`src/rtl/baro_pkg.sv`:
```
// ----------------------------------------------------------------------------
// Barometer compensation package
// Shared types, constants and command codes of the compensation block.
// ----------------------------------------------------------------------------
package baro_pkg;

  localparam int unsigned Oversampling = 3;

  typedef struct packed {
    logic        op;
    logic [18:0] raw_reading;
  } in_item_t;

  typedef struct packed {
    logic        kind;
    logic [31:0] value;
    logic        div_error;
  } out_item_t;

  typedef enum logic [2:0] {
    REG_AC1 = 3'd0,
    REG_AC2 = 3'd1,
    REG_AC3 = 3'd2,
    REG_AC4 = 3'd3,
    REG_B1  = 3'd4,
    REG_B2  = 3'd5,
    REG_TC  = 3'd6,
    REG_NONE = 3'd7
  } reg_idx_e;

  // Datapath micro-operations issued by the controller
  typedef enum logic [5:0] {
    UOP_NOP,
    UOP_T_X1,     // x1 = asr((ut-c6)*c5,15), den = x1+md
    UOP_T_DIV,    // start signed divide mc*2048 / den
    UOP_T_END,    // b5 = x1+q, result
    UOP_P_B6,     // b6 = b5-4000
    UOP_P_SQ,     // sq = asr(b6*b6,12)
    UOP_P_M1,     // a = asr(b2*sq,11)
    UOP_P_M2,     // a = a + asr(ac2*b6,11)
    UOP_P_B3,     // b3
    UOP_P_M3,     // a = asr(ac3*b6,13)
    UOP_P_M4,     // a = asr(a + asr(b1*sq,16) + 2, 2)
    UOP_P_B4,     // b4 = ac4*(a+32768) >> 15
    UOP_P_B7,     // b7 = (up-b3)*(50000>>oss)
    UOP_P_DIV,    // start unsigned divide
    UOP_P_PQ,     // p from quotient
    UOP_P_PS,     // a = ps*ps
    UOP_P_M5,     // a = asr(a*3038,16)
    UOP_P_M6,     // a = a + asr(-7357*p,16)
    UOP_P_END     // p = p + asr(a+3791,4), result
  } uop_e;

  typedef enum logic [2:0] {
    ST_IDLE,
    ST_RUN,
    ST_WAIT_DIV,
    ST_OUT
  } state_e;

  typedef struct packed {
    uop_e uop;
    logic load;
  } baro_cmd_t;

  typedef struct packed {
    logic div_busy;
    logic div_zero;
    logic is_press;
  } baro_sts_t;

  function automatic logic [31:0] asr32(logic [31:0] v, int unsigned n);
    asr32 = 32'($signed(v) >>> n);
  endfunction

endpackage

```
`src/rtl/baro_div.sv`:
```
// ----------------------------------------------------------------------------
// Barometer compensation serial divider
// Unsigned 32 by 32 bit restoring divider, one quotient bit per cycle.
// ----------------------------------------------------------------------------
module baro_div (
  input  logic        clk_i,
  input  logic        rst_ni,
  input  logic        start_i,
  input  logic [31:0] dividend_i,
  input  logic [31:0] divisor_i,
  output logic        busy_o,
  output logic [31:0] quot_o
);

  logic [31:0] rem_q, rem_d, quo_q, quo_d, dvs_q, dvs_d;
  logic [5:0]  cnt_q, cnt_d;
  logic [32:0] trial;

  // Shift in one dividend bit and try a subtract
  always_comb begin
    rem_d = rem_q;
    quo_d = quo_q;
    dvs_d = dvs_q;
    cnt_d = cnt_q;
    trial = {rem_q, quo_q[31]} - {1'b0, dvs_q};
    if (start_i) begin
      rem_d = '0;
      quo_d = dividend_i;
      dvs_d = divisor_i;
      cnt_d = 6'd32;
    end else if (cnt_q != 6'd0) begin
      if (!trial[32]) begin
        rem_d = trial[31:0];
        quo_d = {quo_q[30:0], 1'b1};
      end else begin
        rem_d = {rem_q[30:0], quo_q[31]};
        quo_d = {quo_q[30:0], 1'b0};
      end
      cnt_d = cnt_q - 6'd1;
    end
  end

  always_ff @(posedge clk_i or negedge rst_ni) begin
    if (!rst_ni) begin
      cnt_q <= '0;
    end else begin
      cnt_q <= cnt_d;
    end
  end

  always_ff @(posedge clk_i) begin
    rem_q <= rem_d;
    quo_q <= quo_d;
    dvs_q <= dvs_d;
  end

  assign busy_o = (cnt_q != 6'd0);
  assign quot_o = quo_q;

endmodule

```
`src/rtl/baro_datapath.sv`:
```
// ----------------------------------------------------------------------------
// Barometer compensation datapath
// Working registers, one shared 32x32 multiplier and the serial divider.
// ----------------------------------------------------------------------------
module baro_datapath (
  input  logic                clk_i,
  input  logic                rst_ni,
  input  baro_pkg::baro_cmd_t cmd_i,
  output baro_pkg::baro_sts_t sts_o,
  input  baro_pkg::in_item_t  item_i,
  input  logic [15:0]         ac1_i,
  input  logic [15:0]         ac2_i,
  input  logic [15:0]         ac3_i,
  input  logic [15:0]         ac4_i,
  input  logic [15:0]         b1_i,
  input  logic [15:0]         b2_i,
  input  logic [63:0]         tc_i,
  output baro_pkg::out_item_t res_o
);

  logic        op_q;
  logic [18:0] raw_q;
  logic [31:0] b5_q, b5_d;
  logic [31:0] x1_q, x1_d, b6_q, b6_d, sq_q, sq_d, acc_q, acc_d;
  logic [31:0] b3_q, b3_d, b4_q, b4_d, p_q, p_d, div_q_d;
  logic        neg_q, neg_d, zero_q, zero_d;
  logic [31:0] res_val_q, res_val_d;
  logic        res_err_q, res_err_d;
  logic [31:0] ma, mb, prod;
  logic        dstart;
  logic [31:0] dnd, dvs, quot;
  logic        dbusy;
  logic [31:0] c5, c6, mc, md, den, num, t, tq;

  assign c5 = {16'd0, tc_i[63:48]};
  assign c6 = {16'd0, tc_i[47:32]};
  assign mc = {{16{tc_i[31]}}, tc_i[31:16]};
  assign md = {{16{tc_i[15]}}, tc_i[15:0]};
  assign den = x1_q + md;
  assign num = mc << 11;

  baro_div u_div (
    .clk_i     (clk_i),
    .rst_ni    (rst_ni),
    .start_i   (dstart),
    .dividend_i(dnd),
    .divisor_i (dvs),
    .busy_o    (dbusy),
    .quot_o    (quot)
  );

  // Select multiplier operands for the current step
  always_comb begin
    ma = '0;
    mb = '0;
    unique case (cmd_i.uop)
      baro_pkg::UOP_T_X1: begin ma = {13'd0, raw_q} - c6; mb = c5; end
      baro_pkg::UOP_P_SQ: begin ma = b6_q; mb = b6_q; end
      baro_pkg::UOP_P_M1: begin ma = {{16{b2_i[15]}}, b2_i}; mb = sq_q; end
      baro_pkg::UOP_P_M2: begin ma = {{16{ac2_i[15]}}, ac2_i}; mb = b6_q; end
      baro_pkg::UOP_P_M3: begin ma = {{16{ac3_i[15]}}, ac3_i}; mb = b6_q; end
      baro_pkg::UOP_P_M4: begin ma = {{16{b1_i[15]}}, b1_i}; mb = sq_q; end
      baro_pkg::UOP_P_B4: begin ma = {16'd0, ac4_i}; mb = acc_q + 32'd32768; end
      baro_pkg::UOP_P_B7: begin
        ma = {13'd0, raw_q} - b3_q;
        mb = 32'(50000 >> baro_pkg::Oversampling);
      end
      baro_pkg::UOP_P_PS: begin ma = baro_pkg::asr32(p_q, 8); mb = baro_pkg::asr32(p_q, 8); end
      baro_pkg::UOP_P_M5: begin ma = acc_q; mb = 32'd3038; end
      baro_pkg::UOP_P_M6: begin ma = 32'hFFFF_E343; mb = p_q; end
      default: begin ma = '0; mb = '0; end
    endcase
  end

  assign prod = 32'(ma * mb);

  // Scaled offset term that B3 is taken from
  assign t  = (32'(32'($signed({{16{ac1_i[15]}}, ac1_i})) << 2) + acc_q) << baro_pkg::Oversampling;
  assign tq = t + 32'd2;

  // Step the working registers
  always_comb begin
    x1_d = x1_q; b6_d = b6_q; sq_d = sq_q; acc_d = acc_q; b3_d = b3_q;
    b4_d = b4_q; p_d = p_q; b5_d = b5_q; neg_d = neg_q; zero_d = zero_q;
    res_val_d = res_val_q; res_err_d = res_err_q;
    dstart = 1'b0; dnd = '0; dvs = '0; div_q_d = '0;
    unique case (cmd_i.uop)
      baro_pkg::UOP_T_X1: x1_d = baro_pkg::asr32(prod, 15);
      baro_pkg::UOP_T_DIV: begin
        zero_d = (den == '0);
        neg_d  = num[31] ^ den[31];
        dstart = (den != '0);
        dnd    = num[31] ? 32'(-num) : num;
        dvs    = den[31] ? 32'(-den) : den;
      end
      baro_pkg::UOP_T_END: begin
        div_q_d = neg_q ? 32'(-quot) : quot;
        res_err_d = zero_q;
        if (zero_q) begin
          res_val_d = '0;
        end else begin
          b5_d = x1_q + div_q_d;
          res_val_d = baro_pkg::asr32(b5_d + 32'd8, 4);
        end
      end
      baro_pkg::UOP_P_B6: b6_d = b5_q - 32'd4000;
      baro_pkg::UOP_P_SQ: sq_d = baro_pkg::asr32(prod, 12);
      baro_pkg::UOP_P_M1: acc_d = baro_pkg::asr32(prod, 11);
      baro_pkg::UOP_P_M2: acc_d = acc_q + baro_pkg::asr32(prod, 11);
      baro_pkg::UOP_P_B3: begin
        // Signed divide by four, truncating toward zero
        b3_d = tq[31] ? baro_pkg::asr32(tq + 32'd3, 2) : baro_pkg::asr32(tq, 2);
      end
      baro_pkg::UOP_P_M3: acc_d = baro_pkg::asr32(prod, 13);
      baro_pkg::UOP_P_M4: acc_d = baro_pkg::asr32(acc_q + baro_pkg::asr32(prod, 16) + 32'd2, 2);
      baro_pkg::UOP_P_B4: begin
        b4_d = prod >> 15;
        zero_d = ((prod >> 15) == '0);
      end
      baro_pkg::UOP_P_B7: acc_d = prod;
      baro_pkg::UOP_P_DIV: begin
        neg_d  = acc_q[31];
        dstart = !zero_q;
        dnd    = acc_q[31] ? acc_q : (acc_q << 1);
        dvs    = b4_q;
      end
      baro_pkg::UOP_P_PQ: p_d = neg_q ? (quot << 1) : quot;
      baro_pkg::UOP_P_PS: acc_d = prod;
      baro_pkg::UOP_P_M5: acc_d = baro_pkg::asr32(prod, 16);
      baro_pkg::UOP_P_M6: acc_d = acc_q + baro_pkg::asr32(prod, 16);
      baro_pkg::UOP_P_END: begin
        res_err_d = zero_q;
        res_val_d = zero_q ? '0 : p_q + baro_pkg::asr32(acc_q + 32'd3791, 4);
      end
      default: ;
    endcase
  end

  // Hold state; B5 survives between items
  always_ff @(posedge clk_i or negedge rst_ni) begin
    if (!rst_ni) begin
      b5_q <= '0;
    end else begin
      b5_q <= b5_d;
    end
  end

  always_ff @(posedge clk_i) begin
    if (cmd_i.load) begin
      op_q  <= item_i.op;
      raw_q <= item_i.raw_reading;
    end
    x1_q <= x1_d; b6_q <= b6_d; sq_q <= sq_d; acc_q <= acc_d; b3_q <= b3_d;
    b4_q <= b4_d; p_q <= p_d; neg_q <= neg_d; zero_q <= zero_d;
    res_val_q <= res_val_d; res_err_q <= res_err_d;
  end

  assign sts_o.div_busy = dbusy;
  assign sts_o.div_zero = zero_q;
  assign sts_o.is_press = op_q;
  assign res_o.kind      = op_q;
  assign res_o.value     = res_val_q;
  assign res_o.div_error = res_err_q;

endmodule

```
`src/rtl/baro_ctrl.sv`:
```
// ----------------------------------------------------------------------------
// Barometer compensation controller
// Sequences datapath steps per item and runs the input and output handshakes.
// ----------------------------------------------------------------------------
module baro_ctrl (
  input  logic                clk_i,
  input  logic                rst_ni,
  input  logic                in_valid_i,
  output logic                in_stall_o,
  output logic                out_valid_o,
  input  logic                out_stall_i,
  output baro_pkg::baro_cmd_t cmd_o,
  input  baro_pkg::baro_sts_t sts_i
);

  baro_pkg::state_e state_q, state_d;
  baro_pkg::uop_e   uop_q, uop_d;

  always_ff @(posedge clk_i or negedge rst_ni) begin
    if (!rst_ni) begin
      state_q <= baro_pkg::ST_IDLE;
      uop_q   <= baro_pkg::UOP_NOP;
    end else begin
      state_q <= state_d;
      uop_q   <= uop_d;
    end
  end

  // Next state and step commands
  always_comb begin
    state_d = state_q;
    uop_d = uop_q;
    in_stall_o = 1'b1;
    out_valid_o = 1'b0;
    cmd_o.load = 1'b0;
    cmd_o.uop = baro_pkg::UOP_NOP;
    unique case (state_q)
      baro_pkg::ST_IDLE: begin
        in_stall_o = 1'b0;
        if (in_valid_i) begin
          cmd_o.load = 1'b1;
          state_d = baro_pkg::ST_RUN;
          uop_d = baro_pkg::UOP_NOP;
        end
      end
      baro_pkg::ST_RUN: begin
        cmd_o.uop = uop_q;
        unique case (uop_q)
          baro_pkg::UOP_NOP: begin
            uop_d = sts_i.is_press ? baro_pkg::UOP_P_B6 : baro_pkg::UOP_T_X1;
          end
          baro_pkg::UOP_T_X1:  uop_d = baro_pkg::UOP_T_DIV;
          baro_pkg::UOP_T_DIV: begin
            uop_d = baro_pkg::UOP_T_END;
            state_d = baro_pkg::ST_WAIT_DIV;
          end
          baro_pkg::UOP_T_END: state_d = baro_pkg::ST_OUT;
          baro_pkg::UOP_P_B6:  uop_d = baro_pkg::UOP_P_SQ;
          baro_pkg::UOP_P_SQ:  uop_d = baro_pkg::UOP_P_M1;
          baro_pkg::UOP_P_M1:  uop_d = baro_pkg::UOP_P_M2;
          baro_pkg::UOP_P_M2:  uop_d = baro_pkg::UOP_P_B3;
          baro_pkg::UOP_P_B3:  uop_d = baro_pkg::UOP_P_M3;
          baro_pkg::UOP_P_M3:  uop_d = baro_pkg::UOP_P_M4;
          baro_pkg::UOP_P_M4:  uop_d = baro_pkg::UOP_P_B4;
          baro_pkg::UOP_P_B4:  uop_d = baro_pkg::UOP_P_B7;
          baro_pkg::UOP_P_B7:  uop_d = baro_pkg::UOP_P_DIV;
          baro_pkg::UOP_P_DIV: begin
            if (sts_i.div_zero) begin
              uop_d = baro_pkg::UOP_P_END;
            end else begin
              uop_d = baro_pkg::UOP_P_PQ;
              state_d = baro_pkg::ST_WAIT_DIV;
            end
          end
          baro_pkg::UOP_P_PQ:  uop_d = baro_pkg::UOP_P_PS;
          baro_pkg::UOP_P_PS:  uop_d = baro_pkg::UOP_P_M5;
          baro_pkg::UOP_P_M5:  uop_d = baro_pkg::UOP_P_M6;
          baro_pkg::UOP_P_M6:  uop_d = baro_pkg::UOP_P_END;
          baro_pkg::UOP_P_END: state_d = baro_pkg::ST_OUT;
          default:             state_d = baro_pkg::ST_OUT;
        endcase
      end
      baro_pkg::ST_WAIT_DIV: begin
        // Hold until the divider drains
        if (!sts_i.div_busy) begin
          state_d = baro_pkg::ST_RUN;
        end
      end
      baro_pkg::ST_OUT: begin
        out_valid_o = 1'b1;
        if (!out_stall_i) begin
          state_d = baro_pkg::ST_IDLE;
        end
      end
      default: state_d = baro_pkg::ST_IDLE;
    endcase
  end

endmodule

```
`src/rtl/barometer_compensation.sv`:
```
// ----------------------------------------------------------------------------
// Barometer compensation
// Integer temperature and pressure compensation with factory coefficients.
// ----------------------------------------------------------------------------
// One item at a time. The serial divider sets most of the time an item
// takes, plus output wait; the rest is one step of the shared multiplier
// per cycle. B5 from the last good temperature item feeds later pressure
// items (zero after reset).
// Write coefficients only while the block is idle.
module barometer_compensation (
  input  logic                clk_i,
  input  logic                rst_ni,
  input  logic                in_valid_i,
  output logic                in_stall_o,
  input  baro_pkg::in_item_t  in_item_i,
  output logic                out_valid_o,
  input  logic                out_stall_i,
  output baro_pkg::out_item_t out_item_o,
  input  logic                cfg_valid_i,
  output logic                cfg_ready_o,
  input  logic [2:0]          cfg_index_i,
  input  logic [63:0]         cfg_data_i
);

  logic [15:0] ac1_q, ac2_q, ac3_q, ac4_q, b1_q, b2_q;
  logic [63:0] tc_q;
  baro_pkg::baro_cmd_t cmd;
  baro_pkg::baro_sts_t sts;

  assign cfg_ready_o = 1'b1;

  // Capture coefficient writes; drop unknown indexes
  always_ff @(posedge clk_i or negedge rst_ni) begin
    if (!rst_ni) begin
      ac1_q <= '0; ac2_q <= '0; ac3_q <= '0; ac4_q <= '0;
      b1_q <= '0; b2_q <= '0; tc_q <= '0;
    end else if (cfg_valid_i) begin
      unique case (baro_pkg::reg_idx_e'(cfg_index_i))
        baro_pkg::REG_AC1: ac1_q <= cfg_data_i[15:0];
        baro_pkg::REG_AC2: ac2_q <= cfg_data_i[15:0];
        baro_pkg::REG_AC3: ac3_q <= cfg_data_i[15:0];
        baro_pkg::REG_AC4: ac4_q <= cfg_data_i[15:0];
        baro_pkg::REG_B1:  b1_q  <= cfg_data_i[15:0];
        baro_pkg::REG_B2:  b2_q  <= cfg_data_i[15:0];
        baro_pkg::REG_TC:  tc_q  <= cfg_data_i;
        default: ;
      endcase
    end
  end

  baro_ctrl u_ctrl (
    .clk_i      (clk_i),
    .rst_ni     (rst_ni),
    .in_valid_i (in_valid_i),
    .in_stall_o (in_stall_o),
    .out_valid_o(out_valid_o),
    .out_stall_i(out_stall_i),
    .cmd_o      (cmd),
    .sts_i      (sts)
  );

  baro_datapath u_dp (
    .clk_i (clk_i),
    .rst_ni(rst_ni),
    .cmd_i (cmd),
    .sts_o (sts),
    .item_i(in_item_i),
    .ac1_i (ac1_q),
    .ac2_i (ac2_q),
    .ac3_i (ac3_q),
    .ac4_i (ac4_q),
    .b1_i  (b1_q),
    .b2_i  (b2_q),
    .tc_i  (tc_q),
    .res_o (out_item_o)
  );

endmodule

```
`config.mk`:
```
export PLATFORM = sky130hd
export DESIGN_NAME = barometer_compensation
export DESIGN_NICKNAME = d
export VERILOG_FILES = /design/src/rtl/baro_pkg.sv /design/src/rtl/baro_div.sv /design/src/rtl/baro_datapath.sv /design/src/rtl/baro_ctrl.sv /design/src/rtl/barometer_compensation.sv
export SDC_FILE = /design/constraint.sdc
export NUM_CORES = 2
export LEC_CHECK = 0
export BUFFER_PORTS_ARGS = -buffer_cell sky130_fd_sc_hd__buf_2
export CAP_MARGIN = 0
export CORE_AREA = 2 2 286 430
export CTS_BUF_LIST = sky130_fd_sc_hd__clkbuf_8
export DETAILED_ROUTE_END_ITERATION = 12
export DIE_AREA = 0 0 288 432
export SETUP_SLACK_MARGIN = 0.1
export SYNTH_ARGS = -nofsm -noshare
export SYNTH_HDL_FRONTEND = slang
export SYNTH_SLANG_ARGS = --single-unit
```
`constraint.sdc`:
```
create_clock -name clk_i -period 14.99 [get_ports clk_i]
set_clock_uncertainty 0.05 [all_clocks]
set_input_delay 1.499 -clock clk_i [delete_from_list [all_inputs] [get_ports clk_i]]
set_output_delay 1.499 -clock clk_i [all_outputs]
set_load 0.01 [all_outputs]
```
==> run metrics <==
outcome complete, no violations; Leak 26.74 nW; TritonCTS clock tree done; crit path kind reg2reg; Residual DRC 0; prevailing post-synth register cell sky130_fd_sc_hd__edfxtp_1; instance count along the most critical hold path 0; proportion of synthesized flip-flops having asynchronous set or reset 0.3825; floorplan die area 124,400 µm²; cells on worst reg2reg path 47; chip height 432 µm; first-pass iteration count of the detailed router 6; largest fanout on the critical path 23; post-synthesis instance area 54,000 µm²; most frequent cell on the critical path sky130_fd_sc_hd__inv_1; half-perimeter wire length of the detailed placement result 169,900 µm; maximum buffer depth of the clock tree 3; number of cell rows 157; clock root buffer master sky130_fd_sc_hd__clkbuf_8; Post-layout nets 6,948; clock slew seen by the registers of the worst setup and hold paths 70 ps; Least-Margin Pin Slew 1332 ps; most frequent cells in the layout sky130_fd_sc_hd__inv_1, sky130_fd_sc_hd__nand2_1, sky130_fd_sc_hd__nor2_1; number of port buffers 127; H-tree depth 3; worst supply voltage drop on vdd 112.1 µV; Max Clk Rate 0.07002 GHz; worst hold start u_dp.b5_q[4]; largest net degree at the start of global routing 70; top post-synthesis cells by area sky130_fd_sc_hd__edfxtp_1, sky130_fd_sc_hd__fa_1, sky130_fd_sc_hd__dfrtp_1, sky130_fd_sc_hd__ha_1, sky130_fd_sc_hd__inv_1; I/O pins 129; GP Congestion 1.022; synth unique cells 115; setup repair after global routing missed its margin no; CP max stage cell sky130_fd_sc_hd__xnor2_1; number of instances in the synthesized netlist 5,824; count of flip-flops with a built-in enable after synthesis 299; GRT Overall Usage 0.3465; most common cell after layout, fill and taps aside sky130_fd_sc_hd__inv_1; Final setup viols 0; count of antenna-violating nets left after detailed routing 0; RR Startpoint u_ctrl.uop_q[3]; aggregate global routing overflow 0; fraction of the core area covered by cells at the end of the flow 0.4957; Tmin final 14,280 ps; worst reg2reg path endpoint u_dp.acc_q[30]; number of flip-flops and latches in the synthesized netlist 536; x dimension of the die 288 µm; area of the core region 121,000 µm²; Hold Crit Endpoint u_dp.b6_q[4]; total power 0.009945 W; starting density of the core 0.4462; critical path required time 15,450 ps; Syn Area/Cell 9.272 µm²; sort of element at the start of the critical path flip-flop; area fraction of the dominant cell type after synthesis 0.1663; crit path capture type flip-flop; Sink Count 536; worst hold-check path type reg2reg; Avg WL per Cell 27.63 µm; leading area contributor after synthesis sky130_fd_sc_hd__edfxtp_1; total of max-cap violations 0; average via count per standard cell 5.958; number of hold violations in the final report 0; Pins Over Slew Limit 0; worst hold slack 405.5 ps; sequential fraction of the synthesis area 0.2731; number of antenna violations at the first check in global routing 14; number of global-route vias before repair 47,990; stage delay of the slowest cell on the critical path 980 ps; DRC marker count from the first detailed-route iteration 3,881; Synthesis Warnings 0; area growth from synthesis to layout 11.09%; ratio of cells with drive above 1 in the final layout 0.1440; power density over the cells 165.8 nW/µm²; Max transition margin 0.1054; Fin Setup TNS 0 ps; Arr. time, crit path 14,740 ps; register-to-register setup slack 710 ps; number of buffers inserted during clock tree synthesis 90; global-route wire length before repair 311,400 µm; detailed-route via count 46,240; final design instance area without fill 59,990 µm²; FILL cells 11,660; final clock period utilization by the worst path 0.9527; final wirelength 214,400 µm; insertion delay to the later sink of the worst-skew pair 860 ps; total placed instance area 58,010 µm²
## where the power goes
| group | total, W | internal, W | switching [W] |
|---|---|---|---|
| sequential | 0.00250 | 0.00207 | 0.000432 |
| clock | 0.00144 | 0.000727 | 0.000711 |
| combinational | 0.00601 | 0.00229 | 0.00372 |
| total | 0.00995 | 0.00508 | 0.00486 |
## registers in the layout, indices dropped and copies added (netlist names), 17 cells and up
register           flops
tc_q                  64
u_dp.acc_q            32
u_dp.b3_q             30
u_dp.b4_q             17
u_dp.b5_q             32
u_dp.b6_q             32
u_dp.p_q              32
u_dp.raw_q            19
u_dp.res_val_q        32
u_dp.sq_q             20
u_dp.u_div.dvs_q      32
u_dp.u_div.quot_o     32
u_dp.u_div.rem_q      32
u_dp.x1_q             17
## worst max path at each step
stage / startpoint / cells past startpoint / endpoint
6_report: u_ctrl.uop_q[3] / 47 / u_dp.acc_q[30]
5_1_grt: u_ctrl.uop_q[1] / 55 / u_dp.acc_q[30]
4_1_cts: u_dp.raw_q[0] / 54 / u_dp.acc_q[31]
3_5_place_dp: u_dp.raw_q[0] / 54 / u_dp.acc_q[31]
3_3_place_gp: u_dp.raw_q[0] / 54 / u_dp.acc_q[31]
2_1_floorplan: u_dp.raw_q[0] / 53 / u_dp.acc_q[28]
## critical path, delay by kind of cell, from the launching register on
kind | cells | cell delay [ps]
buffers and inverters | 8 | 700
adders and majority gates | 10 | 4020
xor gates and xnor gates | 2 | 1150
AOI/OAI and AO/OA | 20 | 5690
and+or+nand+nor | 7 | 1400
DFF | 1 | 900
## synth_stat cells (57+ instances only)
| cell | count |
|---|---|
| sky130_fd_sc_hd__ha_1 | 356 |
| sky130_fd_sc_hd__clkbuf_1 | 191 |
| sky130_fd_sc_hd__nor3_1 | 114 |
| sky130_fd_sc_hd__xor2_1 | 169 |
| sky130_fd_sc_hd__a21oi_1 | 249 |
| sky130_fd_sc_hd__nand2b_1 | 73 |
| sky130_fd_sc_hd__nand3_1 | 85 |
| sky130_fd_sc_hd__inv_1 | 678 |
| sky130_fd_sc_hd__xnor2_1 | 273 |
| sky130_fd_sc_hd__nor2_1 | 546 |
| sky130_fd_sc_hd__edfxtp_1 | 299 |
| sky130_fd_sc_hd__dfrtp_1 | 205 |
| sky130_fd_sc_hd__a211oi_1 | 57 |
| sky130_fd_sc_hd__a21o_1 | 67 |
| sky130_fd_sc_hd__mux2i_1 | 65 |
| sky130_fd_sc_hd__mux2_2 | 200 |
| sky130_fd_sc_hd__fa_1 | 417 |
| sky130_fd_sc_hd__o21ai_0 | 244 |
| sky130_fd_sc_hd__nand2_1 | 551 |
## cell type report
type | count | area, µm² | share of cell area
diodes | 10 | 25.02 | 0.0004172
clock buffers | 103 | 1418 | 0.02363
clock inverters | 67 | 478.0 | 0.007968
inverters | 681 | 2556 | 0.04261
multi-input cells | 4366 | 35980 | 0.5999
flip-flops and latches | 536 | 14750 | 0.2459
well taps | 1590 | 1989 | 0.03316
repair buffers | 408 | 2784 | 0.04641
## routing by layer
layer  up-vias  global-route usage  part of all wire
met2      2089              0.5932              0.49
met1     22760              0.3610              0.34
met4         6              0.2997              0.10
met3       828             0.06893             0.073
li1      20560                   -                 -
met5         -                   0           0.00019
## cell families after synthesis
family,after synthesis,synth area share
flip-flops,536,0.2731
multiplexers,267,0.05417
AND/OR/NAND/NOR,1686,0.1445
AO/OA/AOI/OAI,1172,0.1478
adder cells (fa/ha/maj),773,0.2371
buffers and inverters,935,0.06699
other,2,0.0001391
XOR/XNOR,453,0.07619
## metrics by stage
stage                     instances  setup slack (ps)
after CTS                      7749             565.0
final                          7761             708.6
after global routing           7754             101.4
after floorplan                5837              1310
after detailed placement       7579             620.7
after global placement         7579             624.1
## repair_timing
item | 4_1_cts | 5_1_grt
hold buffers | 0 | 0
buffers inserted | 0 | 2
gates resized for setup | 0 | 12
setup endpoints to repair | 0 | 10
(Power assumes the default switching activity.)
